==> src/sv/gic_pkg.sv <==
// shared types and constants of the gamepad input conditioner
// no dependencies; used by every lane module and the top level
package gic_pkg;

  // command codes
  localparam logic CmdScan = 1'b0;
  localparam logic CmdMark = 1'b1;

  // configuration register indexes
  localparam logic [1:0] RegDebounce = 2'd0;
  localparam logic [1:0] RegCenter   = 2'd1;
  localparam logic [1:0] RegDeadzone = 2'd2;

  // configuration reset values
  localparam logic [7:0] DebounceRst = 8'd5;
  localparam logic [7:0] CenterRst   = 8'd128;
  localparam logic [7:0] DeadzoneRst = 8'd8;

  // switch position codes
  localparam logic [1:0] SwMid  = 2'd0;
  localparam logic [1:0] SwUp   = 2'd1;
  localparam logic [1:0] SwDown = 2'd2;

  localparam int unsigned MaxButtons = 6;
  localparam int unsigned Switches   = 3;
  localparam int unsigned Sticks     = 4;

  // per-item lane control
  typedef struct packed {
    logic scan_en;   // primed scan: lanes update
    logic prime_en;  // first scan: only encoder levels are recorded
    logic clear;     // mark sent: counts cleared
  } lane_ctrl_t;

endpackage

==> src/sv/gic_button_lane.sv <==
// one debounce lane for an active-low button
// depends on gic_pkg (lane_ctrl_t)
module gic_button_lane (
  input  logic              clk_i,
  input  logic              rst_ni,
  input  gic_pkg::lane_ctrl_t ctrl_i,
  input  logic              pin_i,
  input  logic [7:0]        debounce_count_i,
  output logic              stable_o,
  output logic              chg_o
);

  logic       stable_q, stable_d;
  logic [7:0] timer_q, timer_d;
  logic [7:0] timer_inc;
  logic       raw;

  always_comb begin
    raw       = ~pin_i;
    timer_inc = timer_q + 8'd1;
    stable_d  = stable_q;
    timer_d   = timer_q;
    chg_o     = 1'b0;
    if (raw != stable_q) begin
      if (timer_inc >= debounce_count_i) begin
        stable_d = raw;
        timer_d  = 8'd0;
        chg_o    = 1'b1;
      end else begin
        timer_d = timer_inc;
      end
    end else begin
      timer_d = 8'd0;
    end
  end

  always_ff @(posedge clk_i or negedge rst_ni) begin
    if (!rst_ni) begin
      stable_q <= 1'b0;
      timer_q  <= 8'd0;
    end else if (ctrl_i.scan_en) begin
      stable_q <= stable_d;
      timer_q  <= timer_d;
    end
  end

  assign stable_o = stable_q;

endmodule

==> src/sv/gic_stick_lane.sv <==
// one joystick axis lane: cut to 8 bits and snap to center in the deadzone
// depends on gic_pkg (lane_ctrl_t)
module gic_stick_lane (
  input  logic              clk_i,
  input  logic              rst_ni,
  input  gic_pkg::lane_ctrl_t ctrl_i,
  input  logic [11:0]       sample_i,
  input  logic [7:0]        center_i,
  input  logic [7:0]        deadzone_i,
  output logic [7:0]        value_o,
  output logic              chg_o
);

  logic [7:0]        value_q, value_d;
  logic signed [9:0] lo, hi, v_s;

  always_comb begin
    lo      = $signed({2'b00, center_i}) - $signed({2'b00, deadzone_i});
    hi      = $signed({2'b00, center_i}) + $signed({2'b00, deadzone_i});
    v_s     = $signed({2'b00, sample_i[11:4]});
    value_d = ((v_s > lo) && (v_s < hi)) ? center_i : sample_i[11:4];
    chg_o   = (value_d != value_q);
  end

  always_ff @(posedge clk_i or negedge rst_ni) begin
    if (!rst_ni) begin
      value_q <= 8'd0;
    end else if (ctrl_i.scan_en) begin
      value_q <= value_d;
    end
  end

  assign value_o = value_q;

endmodule

==> src/sv/gic_quad_lane.sv <==
// one quadrature decoder lane, 4x counting into a wrapping 8-bit total
// depends on gic_pkg (lane_ctrl_t)
module gic_quad_lane (
  input  logic              clk_i,
  input  logic              rst_ni,
  input  gic_pkg::lane_ctrl_t ctrl_i,
  input  logic [1:0]        ab_i,
  output logic signed [7:0] total_o,
  output logic              chg_o
);

  logic [1:0]        prev_q;
  logic signed [7:0] total_q;
  logic signed [2:0] delta;
  logic              a, b;

  always_comb begin
    a     = ab_i[0];
    b     = ab_i[1];
    delta = 3'sd0;
    if (a != prev_q[0]) begin
      delta = (a != b) ? delta + 3'sd1 : delta - 3'sd1;
    end
    if (b != prev_q[1]) begin
      delta = (a == b) ? delta + 3'sd1 : delta - 3'sd1;
    end
    chg_o = (delta != 3'sd0);
  end

  always_ff @(posedge clk_i or negedge rst_ni) begin
    if (!rst_ni) begin
      prev_q  <= 2'b00;
      total_q <= 8'sd0;
    end else begin
      if (ctrl_i.scan_en || ctrl_i.prime_en) begin
        prev_q <= ab_i;
      end
      if (ctrl_i.clear) begin
        total_q <= 8'sd0;
      end else if (ctrl_i.scan_en && chg_o) begin
        total_q <= total_q + {{5{delta[2]}}, delta};
      end
    end
  end

  assign total_o = total_q;

endmodule

==> src/sv/gamepad_input_conditioner.sv <==
// gamepad input conditioner: a result is valid the cycle after its item is
// accepted; one item per cycle while the output is not stalled, set by the
// registered lane update and the output register that parts the channels
// reset: asynchronous active low; lanes clear to released/mid/zero, counts 0,
// encoders unprimed, registers take debounce 5, center 128, deadzone 8
// depends on gic_pkg, gic_button_lane, gic_stick_lane, gic_quad_lane
module gamepad_input_conditioner #(
  parameter int unsigned BUTTONS = 6
) (
  input  logic              clk_i,
  input  logic              rst_ni,
  // configuration write port
  input  logic              cfg_we_i,
  input  logic [1:0]        cfg_index_i,
  input  logic [7:0]        cfg_data_i,
  // input channel
  input  logic              in_valid_i,
  output logic              in_ready_o,
  input  logic              command_i,
  input  logic [5:0]        button_pins_i,
  input  logic [5:0]        switch_pins_i,
  input  logic [11:0]       left_x_sample_i,
  input  logic [11:0]       left_y_sample_i,
  input  logic [11:0]       right_x_sample_i,
  input  logic [11:0]       right_y_sample_i,
  input  logic [3:0]        encoder_pins_i,
  input  logic [1:0]        push_pins_i,
  // output channel
  output logic              out_valid_o,
  input  logic              out_ready_i,
  output logic [7:0]        left_x_o,
  output logic [7:0]        left_y_o,
  output logic [7:0]        right_x_o,
  output logic [7:0]        right_y_o,
  output logic [5:0]        button_bits_o,
  output logic [5:0]        switch_bits_o,
  output logic signed [7:0] enc1_count_o,
  output logic signed [7:0] enc2_count_o,
  output logic [1:0]        push_bits_o,
  output logic              changed_o
);

  // configuration registers
  logic [7:0] debounce_q, center_q, deadzone_q;

  always_ff @(posedge clk_i or negedge rst_ni) begin
    if (!rst_ni) begin
      debounce_q <= gic_pkg::DebounceRst;
      center_q   <= gic_pkg::CenterRst;
      deadzone_q <= gic_pkg::DeadzoneRst;
    end else if (cfg_we_i) begin
      case (cfg_index_i)
        gic_pkg::RegDebounce: debounce_q <= cfg_data_i;
        gic_pkg::RegCenter:   center_q   <= cfg_data_i;
        gic_pkg::RegDeadzone: deadzone_q <= cfg_data_i;
        default: ;  // writes past the last register are dropped
      endcase
    end
  end

  // handshake: the lane state doubles as the output register, so an item
  // is taken whenever the previous result is gone or leaves this cycle
  logic accept, scan, mark;
  logic out_valid_q, out_valid_d;
  logic primed_q;
  gic_pkg::lane_ctrl_t ctrl;

  assign in_ready_o = ~out_valid_q | out_ready_i;
  assign accept     = in_valid_i & in_ready_o;
  assign scan       = accept & (command_i == gic_pkg::CmdScan);
  assign mark       = accept & (command_i == gic_pkg::CmdMark);

  // the first scan after reset only primes the encoder level history
  assign ctrl.scan_en  = scan & primed_q;
  assign ctrl.prime_en = scan & ~primed_q;
  assign ctrl.clear    = mark;

  assign out_valid_d = accept | (out_valid_q & ~out_ready_i);

  always_ff @(posedge clk_i or negedge rst_ni) begin
    if (!rst_ni) begin
      out_valid_q <= 1'b0;
      primed_q    <= 1'b0;
    end else begin
      out_valid_q <= out_valid_d;
      if (ctrl.prime_en) begin
        primed_q <= 1'b1;
      end
    end
  end

  // button lanes; positions past BUTTONS read released
  logic [5:0] btn_chg;

  for (genvar i = 0; i < gic_pkg::MaxButtons; i++) begin : g_btn
    if (i < BUTTONS) begin : g_lane
      gic_button_lane u_lane (
        .clk_i            (clk_i),
        .rst_ni           (rst_ni),
        .ctrl_i           (ctrl),
        .pin_i            (button_pins_i[i]),
        .debounce_count_i (debounce_q),
        .stable_o         (button_bits_o[i]),
        .chg_o            (btn_chg[i])
      );
    end else begin : g_off
      assign button_bits_o[i] = 1'b0;
      assign btn_chg[i]       = 1'b0;
    end
  end

  // stick lanes
  logic [gic_pkg::Sticks-1:0][11:0] samples;
  logic [gic_pkg::Sticks-1:0][7:0]  stick_val;
  logic [gic_pkg::Sticks-1:0]       stick_chg;

  assign samples = {right_y_sample_i, right_x_sample_i, left_y_sample_i, left_x_sample_i};

  for (genvar i = 0; i < gic_pkg::Sticks; i++) begin : g_stick
    gic_stick_lane u_lane (
      .clk_i      (clk_i),
      .rst_ni     (rst_ni),
      .ctrl_i     (ctrl),
      .sample_i   (samples[i]),
      .center_i   (center_q),
      .deadzone_i (deadzone_q),
      .value_o    (stick_val[i]),
      .chg_o      (stick_chg[i])
    );
  end

  assign left_x_o  = stick_val[0];
  assign left_y_o  = stick_val[1];
  assign right_x_o = stick_val[2];
  assign right_y_o = stick_val[3];

  // encoder lanes
  logic enc1_chg, enc2_chg;

  gic_quad_lane u_enc1 (
    .clk_i   (clk_i),
    .rst_ni  (rst_ni),
    .ctrl_i  (ctrl),
    .ab_i    (encoder_pins_i[1:0]),
    .total_o (enc1_count_o),
    .chg_o   (enc1_chg)
  );

  gic_quad_lane u_enc2 (
    .clk_i   (clk_i),
    .rst_ni  (rst_ni),
    .ctrl_i  (ctrl),
    .ab_i    (encoder_pins_i[3:2]),
    .total_o (enc2_count_o),
    .chg_o   (enc2_chg)
  );

  // switches: both or neither pin active reads mid
  logic [gic_pkg::Switches-1:0][1:0] sw_q, sw_d;
  logic [gic_pkg::Switches-1:0]      sw_chg;
  logic                              sw_up, sw_dn;

  always_comb begin
    sw_up = 1'b0;
    sw_dn = 1'b0;
    for (int i = 0; i < gic_pkg::Switches; i++) begin
      sw_up = ~switch_pins_i[2*i];
      sw_dn = ~switch_pins_i[2*i+1];
      if (sw_up && !sw_dn) begin
        sw_d[i] = gic_pkg::SwUp;
      end else if (!sw_up && sw_dn) begin
        sw_d[i] = gic_pkg::SwDown;
      end else begin
        sw_d[i] = gic_pkg::SwMid;
      end
      sw_chg[i] = (sw_d[i] != sw_q[i]);
    end
  end

  // push buttons pass through
  logic [1:0] push_q;

  always_ff @(posedge clk_i or negedge rst_ni) begin
    if (!rst_ni) begin
      sw_q   <= '0;
      push_q <= 2'b00;
    end else if (ctrl.scan_en) begin
      sw_q   <= sw_d;
      push_q <= push_pins_i;
    end
  end

  assign switch_bits_o = sw_q;
  assign push_bits_o   = push_q;

  // merge: any lane that moved sets the flag, a mark clears it
  logic changed_q, any_chg;

  assign any_chg = (|btn_chg) | (|stick_chg) | enc1_chg | enc2_chg | (|sw_chg)
                 | (push_pins_i != push_q);

  always_ff @(posedge clk_i or negedge rst_ni) begin
    if (!rst_ni) begin
      changed_q <= 1'b0;
    end else if (mark) begin
      changed_q <= 1'b0;
    end else if (ctrl.scan_en && any_chg) begin
      changed_q <= 1'b1;
    end
  end

  assign changed_o   = changed_q;
  assign out_valid_o = out_valid_q;

endmodule

==> config.mk <==
export PLATFORM = sky130hd
export DESIGN_NAME = gamepad_input_conditioner
export DESIGN_NICKNAME = d
export VERILOG_FILES = /design/src/sv/gic_pkg.sv /design/src/sv/gic_button_lane.sv /design/src/sv/gic_stick_lane.sv /design/src/sv/gic_quad_lane.sv /design/src/sv/gamepad_input_conditioner.sv
export SDC_FILE = /design/constraint.sdc
export NUM_CORES = 1
export LEC_CHECK = 0
export BUFFER_PORTS_ARGS = -buffer_cell sky130_fd_sc_hd__buf_2
export CAP_MARGIN = 20
export CORE_MARGIN = 5
export CORE_UTILIZATION = 60
export CTS_CLUSTER_DIAMETER = 100
export DETAILED_ROUTE_END_ITERATION = 6
export PLACE_DENSITY = 0.82
export RECOVER_POWER = 100
export SLEW_MARGIN = 20
export SYNTH_ARGS = -nofsm -noshare
export SYNTH_HDL_FRONTEND = slang
export SYNTH_SLANG_ARGS = --single-unit
==> constraint.sdc <==
create_clock -name clk_i -period 5.4 [get_ports clk_i]
set_clock_uncertainty 0.15 [all_clocks]
set_input_delay 0.27 -clock clk_i [delete_from_list [all_inputs] [get_ports clk_i]]
set_output_delay 0.27 -clock clk_i [all_outputs]
set_load 0.03 [all_outputs]
-- After elaboration in Yosys (flattened, before gate mapping)
Cells that the tools add are included.
- bits in registers: 141
- bits in latches: 0
- memory bits (writable): 0
- memory bits (read-only): 0
- output and inout port bits: 65
- memories: 0
- $add $sub $neg: 14
- multiply operators: 0
- divide/modulo/power cells: 0
- $lt $le $gt $ge: 14
- equality and inequality tests: 24
- shift-type cells: 0
- multiplexer cells: 48
- bitwise gates (word level): 29
- reductions and logical operators: 32
- operators with widths (cell ; count):
    8-bit two-way mux ; 20
    8-bit by 1-bit adder with 8-bit output (second input constant) ; 6
    8-bit >= comparator ; 6
    9-bit by 10-bit greater-than comparator with 1-bit output ; 4
    9-bit by 10-bit < comparator with 1-bit output ; 4
    8-bit inequality test ; 4
    3-bit two-way mux ; 8
    3-bit AND reduction ; 6
    8-bit adder ; 2
    1-bit inverter ; 16
    1-bit two-way mux ; 14
    1-bit logical AND ; 13
    2-bit two-way mux ; 6
    1-bit inequality test ; 12
    8-bit by 8-bit adder with 9-bit output ; 1
    8-bit by 8-bit subtractor with 9-bit output ; 1
    2-bit inequality test ; 4
    1-bit bitwise OR ; 7
    3-bit by 2-bit adder with 3-bit output (second input constant) ; 2
    1-bit AND ; 6
    2-bit AND reduction ; 3
    2-bit nonzero test ; 3
    3-bit nonzero test ; 2
    6-bit OR reduction ; 1
    8 further kinds ; 10

-- Longest topological paths before layout
- word-level depth: 14
- depth in mapped cells: 21
- depth with buffers taken out: 19

-- By module
From an unflattened synthesis, not the netlist that was laid out.
- cells, all modules: 1568
- area total of the unflattened synthesis: 13867.0 um^2
- modules (own cells, without submodules) (module ; instances ; cells an instance ; area each (um^2) ; seq. area each (um^2)):
    gic_stick_lane ; 4 ; 200 ; 1609.0 ; 200.2
    gic_button_lane ; 6 ; 82 ; 724.4 ; 225.2
    gamepad_input_conditioner ; 1 ; 117 ; 1536.5 ; 880.8
    gic_quad_lane at u_enc1 ; 1 ; 80 ; 785.8 ; 250.2
    gic_quad_lane at u_enc2 ; 1 ; 79 ; 762.0 ; 250.2

-- Worst setup path before layout
No wires, ideal clock.
- kind: register to register
- from: register center_q[1]
- to: register changed_q (netlist: changed_o)
- library setup time: 140 ps
- arrival time: 4332 ps
- required time: 5110 ps
- path slack: 778 ps
- stages on the path, launching flop included: 17
- buffers on the path: 1
- clock period less this slack: 4622 ps
- cells stage by stage: dfrtp_1 > inv_1 > fa_1 > xnor2_1 > ha_1 > a21oi_1 > nand2_1 > a21o_1 > maj3_1 > maj3_1 > a21oi_1 > a2bb2oi_2 > clkbuf_1 > a21oi_1 > a311o_1 > nor4_2 > a31oi_1
- word-level cells in the longest chain between the ends: 13
- elaborated cells between the ends (all ways): 30
- classes of those cells: 2 x add/sub; 8 x order compare; 4 x eq/ne; 4 x mux; 5 x bitwise; 7 x reduce/logical
- ends and longest elaborated chain (element ; RTL line ; text):
    start, declared ; gamepad_input_conditioner.sv:44 ; logic [7:0] debounce_q, center_q, deadzone_q;
    start signal, assigned ; gamepad_input_conditioner.sv:49 ; center_q <= gic_pkg::CenterRst;
    start signal, assigned ; gamepad_input_conditioner.sv:54 ; gic_pkg::RegCenter: center_q <= cfg_data_i;
    8-bit by 8-bit subtractor with 9-bit output or 8-bit by 8-bit adder with 9-bit output (tied branches) ; gic_stick_lane.sv:18, gic_stick_lane.sv:19 ;
    9-bit by 10-bit greater-than comparator with 1-bit output or 9-bit by 10-bit < comparator with 1-bit output (tied branches) ; gic_stick_lane.sv:21 ; value_d = ((v_s > lo) && (v_s < hi)) ? center_i : sample_i[11:4];
    1-bit logical AND ; gic_stick_lane.sv:21 ;
    8-bit two-way mux ; gic_stick_lane.sv:21 ;
    8-bit inequality test ; gic_stick_lane.sv:22 ; chg_o = (value_d != value_q);
    4-bit OR reduction * ; gamepad_input_conditioner.sv:199 ; assign any_chg = (|btn_chg) | (|stick_chg) | enc1_chg | enc2_chg | (|sw_chg)
    1-bit bitwise OR * (4 in a row) ; gamepad_input_conditioner.sv:199 ;
    1-bit bitwise OR * ; gamepad_input_conditioner.sv:200 ; | (push_pins_i != push_q);
    1-bit logical AND * ; gamepad_input_conditioner.sv:207 ; end else if (ctrl.scan_en && any_chg) begin
    2-bit nonzero test (no source line) * ; - ;
    end signal, assigned ; gamepad_input_conditioner.sv:204 ; changed_q <= 1'b0;
    end signal, assigned ; gamepad_input_conditioner.sv:206 ; changed_q <= 1'b0;
    end signal, assigned ; gamepad_input_conditioner.sv:208 ; changed_q <= 1'b1;
    end, declared ; gamepad_input_conditioner.sv:197 ; logic changed_q, any_chg;
Every way passes the cells marked *; elsewhere a longest branch is shown, timed or not.
A chain may end at the register's enable or synchronous reset.

-- Final worst setup path
- from: register deadzone_q[3]
- to: register changed_q (netlist: changed_o)
- word-level cells in the longest chain between the ends: 13
- elaborated cells between the ends (all ways): 30
- classes of those cells: 2 x add/sub; 8 x order compare; 4 x eq/ne; 4 x mux; 5 x bitwise; 7 x reduce/logical
- ends and longest elaborated chain (element ; RTL line ; text):
    start, declared ; gamepad_input_conditioner.sv:44 ;
    start signal, assigned ; gamepad_input_conditioner.sv:50 ; deadzone_q <= gic_pkg::DeadzoneRst;
    start signal, assigned ; gamepad_input_conditioner.sv:55 ; gic_pkg::RegDeadzone: deadzone_q <= cfg_data_i;
    8-bit by 8-bit subtractor with 9-bit output or 8-bit by 8-bit adder with 9-bit output (tied branches) ; gic_stick_lane.sv:18, gic_stick_lane.sv:19 ;
    9-bit by 10-bit greater-than comparator with 1-bit output or 9-bit by 10-bit < comparator with 1-bit output (tied branches) ; gic_stick_lane.sv:21 ;
    1-bit logical AND ; gic_stick_lane.sv:21 ;
    8-bit two-way mux ; gic_stick_lane.sv:21 ;
    8-bit inequality test ; gic_stick_lane.sv:22 ;
    4-bit OR reduction * ; gamepad_input_conditioner.sv:199 ;
    1-bit bitwise OR * (4 in a row) ; gamepad_input_conditioner.sv:199 ;
    1-bit bitwise OR * ; gamepad_input_conditioner.sv:200 ;
    1-bit logical AND * ; gamepad_input_conditioner.sv:207 ;
    2-bit nonzero test (no source line) * ; - ;
Marked as above.

==> flow_metrics.py <==
metrics = {
    "routing": {
        "finalWirelength_um": 31700,
        "vias": 10600,
        "dr.pass1.iters": 5,
        "first_iter_violations": 843,
        "final_antenna_net_count": 0,
        "viasPerCell": 6.20,
        "drc": 0,
        "avgRoutedWirePerCell_um": 18.6,
    },
    "synthesis": {
        "yosysWarnings": 0,
        "synthCells": 1305,
        "synth_top_flop_cell": "dfrtp_1",
        "ys_ff_latch": 141,
        "synth.area.top_cells": "dfrtp_1 (30%), ha_1 (13%), nand2_1 (6.1%), o21ai_0 (5.0%), xnor2_1 (4.0%)",
        "synthArstFlopShare": 1.00,
        "synth-edff-count": 0,
        "synth_top_area_share": 0.304,
        "post-synth-top-count-cell": "nand2_1",
        "synth_common_cells": "nand2_1 (182), dfrtp_1 (137), ha_1 (120), o21ai_0 (113), inv_1 (75)",
        "avgSynthCellArea_um2": 8.64,
        "synth_area_um2": 11300,
        "yosysSeqAreaShare": 0.313,
        "synthDistinctLibCells": 89,
        "synth_top_cell_by_area": "dfrtp_1",
        "syn_nets": 1511,
    },
    "power_and_ir_drop": {
        "intPower_mw": 3.58,
        "p_per_area_nw_per_um2": 528,
        "comb_power_share": 0.568,
        "seq_power_share": 0.252,
        "totalPowerFinal_mw": 6.83,
        "p_leak_nw": 6.19,
        "ir_drop_v": 0.000293,
        "swShare": 0.476,
        "switchingPower_mw": 3.25,
        "pwr-share-clk": 0.180,
    },
    "timing": {
        "worst_pin_slew_ns": 3.83,
        "fmaxAchievable_mhz": 193,
        "setup_violations": 0,
        "rsz0062_at_grt": "false",
        "hold_ws_ns": 0.0152,
        "slew_viol_final": 229,
        "final.setup.tns_ns": 0,
        "hold_viol": 0,
        "period_minus_slack_ns": 5.18,
        "post-route-period-util": 0.959,
        "slew-limit-headroom": -1.55,
    },
    "hold_path": {
        "hold_end": "switch_bits_o[3]",
        "hp-start": "switch_pins_i[2]",
        "hp-class": "in2reg",
        "min_path_cells": 3,
    },
    "critical_path": {
        "cp.required_ns": 5.54,
        "reg2reg_to": "changed_o",
        "worst_setup_path_end_kind": "flop",
        "worstPathArrival_ns": 5.32,
        "crit_path_max_incr_delay_ns": 0.64,
        "path_max_fanout": 11,
        "r2r-start": "deadzone_q[3]",
        "crit_type": "reg2reg",
        "cp_num_buf_inv": 2,
        "crit_family": "compound AO/OA/AOI/OAI gates",
        "critPathLaunchType": "flop",
        "worstPathCellList": "inv_1 > ha_1 > o21ai_0 > a21o_1 > a21oi_1 > o21ai_0 > nor2b_1 > xor2_1 > ha_1 > a31oi_1 > o211ai_1 > a21oi_1 > o2111ai_1 > o21ai_0 > buf_4 > nor2_1 > a21oi_1 > o221ai_1 > nor3_1 > a31oi_1",
        "cp_slowest_cell": "o21ai_0",
        "r2r_slack_ns": 0.22,
        "r2r_cells": 20,
    },
    "clock_network": {
        "cts-root-buf": "clkbuf_16",
        "htreeDepth": 4,
        "path_clk_slew_ns": 0.06,
        "cts_sinks": 141,
        "cts_setup_buffers": 0,
        "clk_latency_ns": 0.43,
        "cts_buffers": 17,
        "clk_path_buf_depth": 2,
        "tritoncts": "built",
        "holdBufCountCts": 27,
        "cts_resized": 0,
    },
    "die": {
        "die-area_um2": 21600,
        "fp.dieW_um": 147,
        "initial_core_util": 0.607,
        "coreArea_um2": 18600,
        "ios": 147,
        "fp-row-count": 50,
        "chipHeight_um": 147,
    },
    "finish": {
        "area_growth_pct": 14.6,
        "drive_gt1_frac": 0.110,
        "finalNetCount": 1662,
        "diodes": 0,
        "stdcell_count": 1702,
    },
    "place": {
        "gp_congestion": 0.983,
        "dp_hpwl_um": 23300,
        "portBuffers": 130,
        "placedCellCount": 1644,
    },
    "global_route": {
        "grt_pass1_wl_um": 51300,
        "grt_pass1_vias": 10200,
        "overflow": 0,
        "grt_start_max_net_pins": 93,
        "antenna_found_initial": 0,
        "track_usage": 0.290,
    },
    "job": {
        "cap_violations": 3,
    },
    "outcome": {
        "outcome": "finished, violations left",
        "violations": "max-capacitance violations, max-slew violations",
    },
}
-- layer usage --
layer / vias up / track usage / share of wire
met4: 0 / 0.0955 / 0.025
met2: 490 / 0.465 / 0.46
met5: - / 0 / 0
met3: 72 / 0.0537 / 0.080
li1: 4996 / - / -
met1: 4996 / 0.398 / 0.43
-- layout make-up --
class                   instances  area, um2
fillers                      1476       5650
repair buffers                182        995
flip-flops and latches        141       3530
clock buffers                  20        457
well taps                     234        293
clock inverters                11        155
inverters                      76        285
multi-input cells            1038       7210
-- worst max path at each step --
| stage | from | end | slack [ns] | cells past startpoint |
|---|---|---|---|---|
| after global routing | deadzone_q[3] | changed_o | 0.01 | 19 |
| final | deadzone_q[3] | changed_o | 0.22 | 20 |
| after CTS | deadzone_q[3] | changed_o | 0.39 | 19 |
| after detailed placement | deadzone_q[3] | changed_o | 0.42 | 19 |
| after floorplan | center_q[1] | changed_o | 0.78 | 16 |
| after global placement | deadzone_q[3] | changed_o | 0.53 | 19 |
-- power groups by stage --
stage               registers (mW)  clock network, mW  logic [mW]
floorplan                     1.96                  0        2.56
global placement              1.70                  0        3.74
detailed placement            1.72                  0        3.87
global route                  1.76               1.29        4.26
CTS                           1.70               1.24        3.91
finish                        1.72               1.23        3.88
-- stage by stage --
| step | area (um2) | util | worst slack, ns |
|---|---|---|---|
| after floorplan | 11300 | - | 0.778 |
| after global placement | 12200 | 0.656 | 0.526 |
| after detailed placement | 12200 | 0.656 | 0.424 |
| after CTS | 13100 | 0.703 | 0.387 |
| after global routing | 12900 | 0.696 | 0.0146 |
| final | 12900 | 0.696 | 0.222 |
-- cell usage in the layout (no fill, tap or decap), types with 20 or more instances in the layout --
cell           instances
dlygate4sd3_1         27
xnor2_1               52
a21o_1                20
mux2i_1               24
inv_1                 75
nand3_1               51
nand2_1              182
xor2_1                44
nor2_1                66
o21ai_0              114
a21oi_1               64
mux2_2                23
ha_1                 120
clkbuf_1              77
buf_2                 61
dfrtp_1              137
nor3_1                24
nand4_1               41
-- worst min-delay path, cell delays in order --
cell      delay (ns)
buf_2           0.12
nand2b_1        0.08
o21ai_0         0.07
-- registers in the layout, summed over array words and instances, names as in the netlist, 2 cells and up --
| name | count |
|---|---|
| g_btn.g_lane.u_lane.timer_q | 48 |
| g_stick.u_lane.value_o | 32 |
| center_q | 8 |
| deadzone_q | 8 |
| debounce_q | 8 |
| u_enc1.total_o | 8 |
| u_enc2.total_o | 8 |
| g_btn.g_lane.u_lane.stable_o | 6 |
| switch_bits_o | 6 |
| push_bits_o | 2 |
| u_enc1.prev_q | 2 |
| u_enc2.prev_q | 2 |
-- cells by family (layout without fill, tap and decap cells) --
kind of cell    count (synthesis)  count (layout)  synth area share
buf+inv                       126             289            0.0465
fa+ha+maj                     133             133             0.148
compound gates                308             308             0.176
flops                         141             141             0.313
mux                            47              47            0.0454
xor+xnor                       98              98            0.0785
simple gates                  452             452             0.192
No activity file was read; power rests on OpenSTA's default activity.
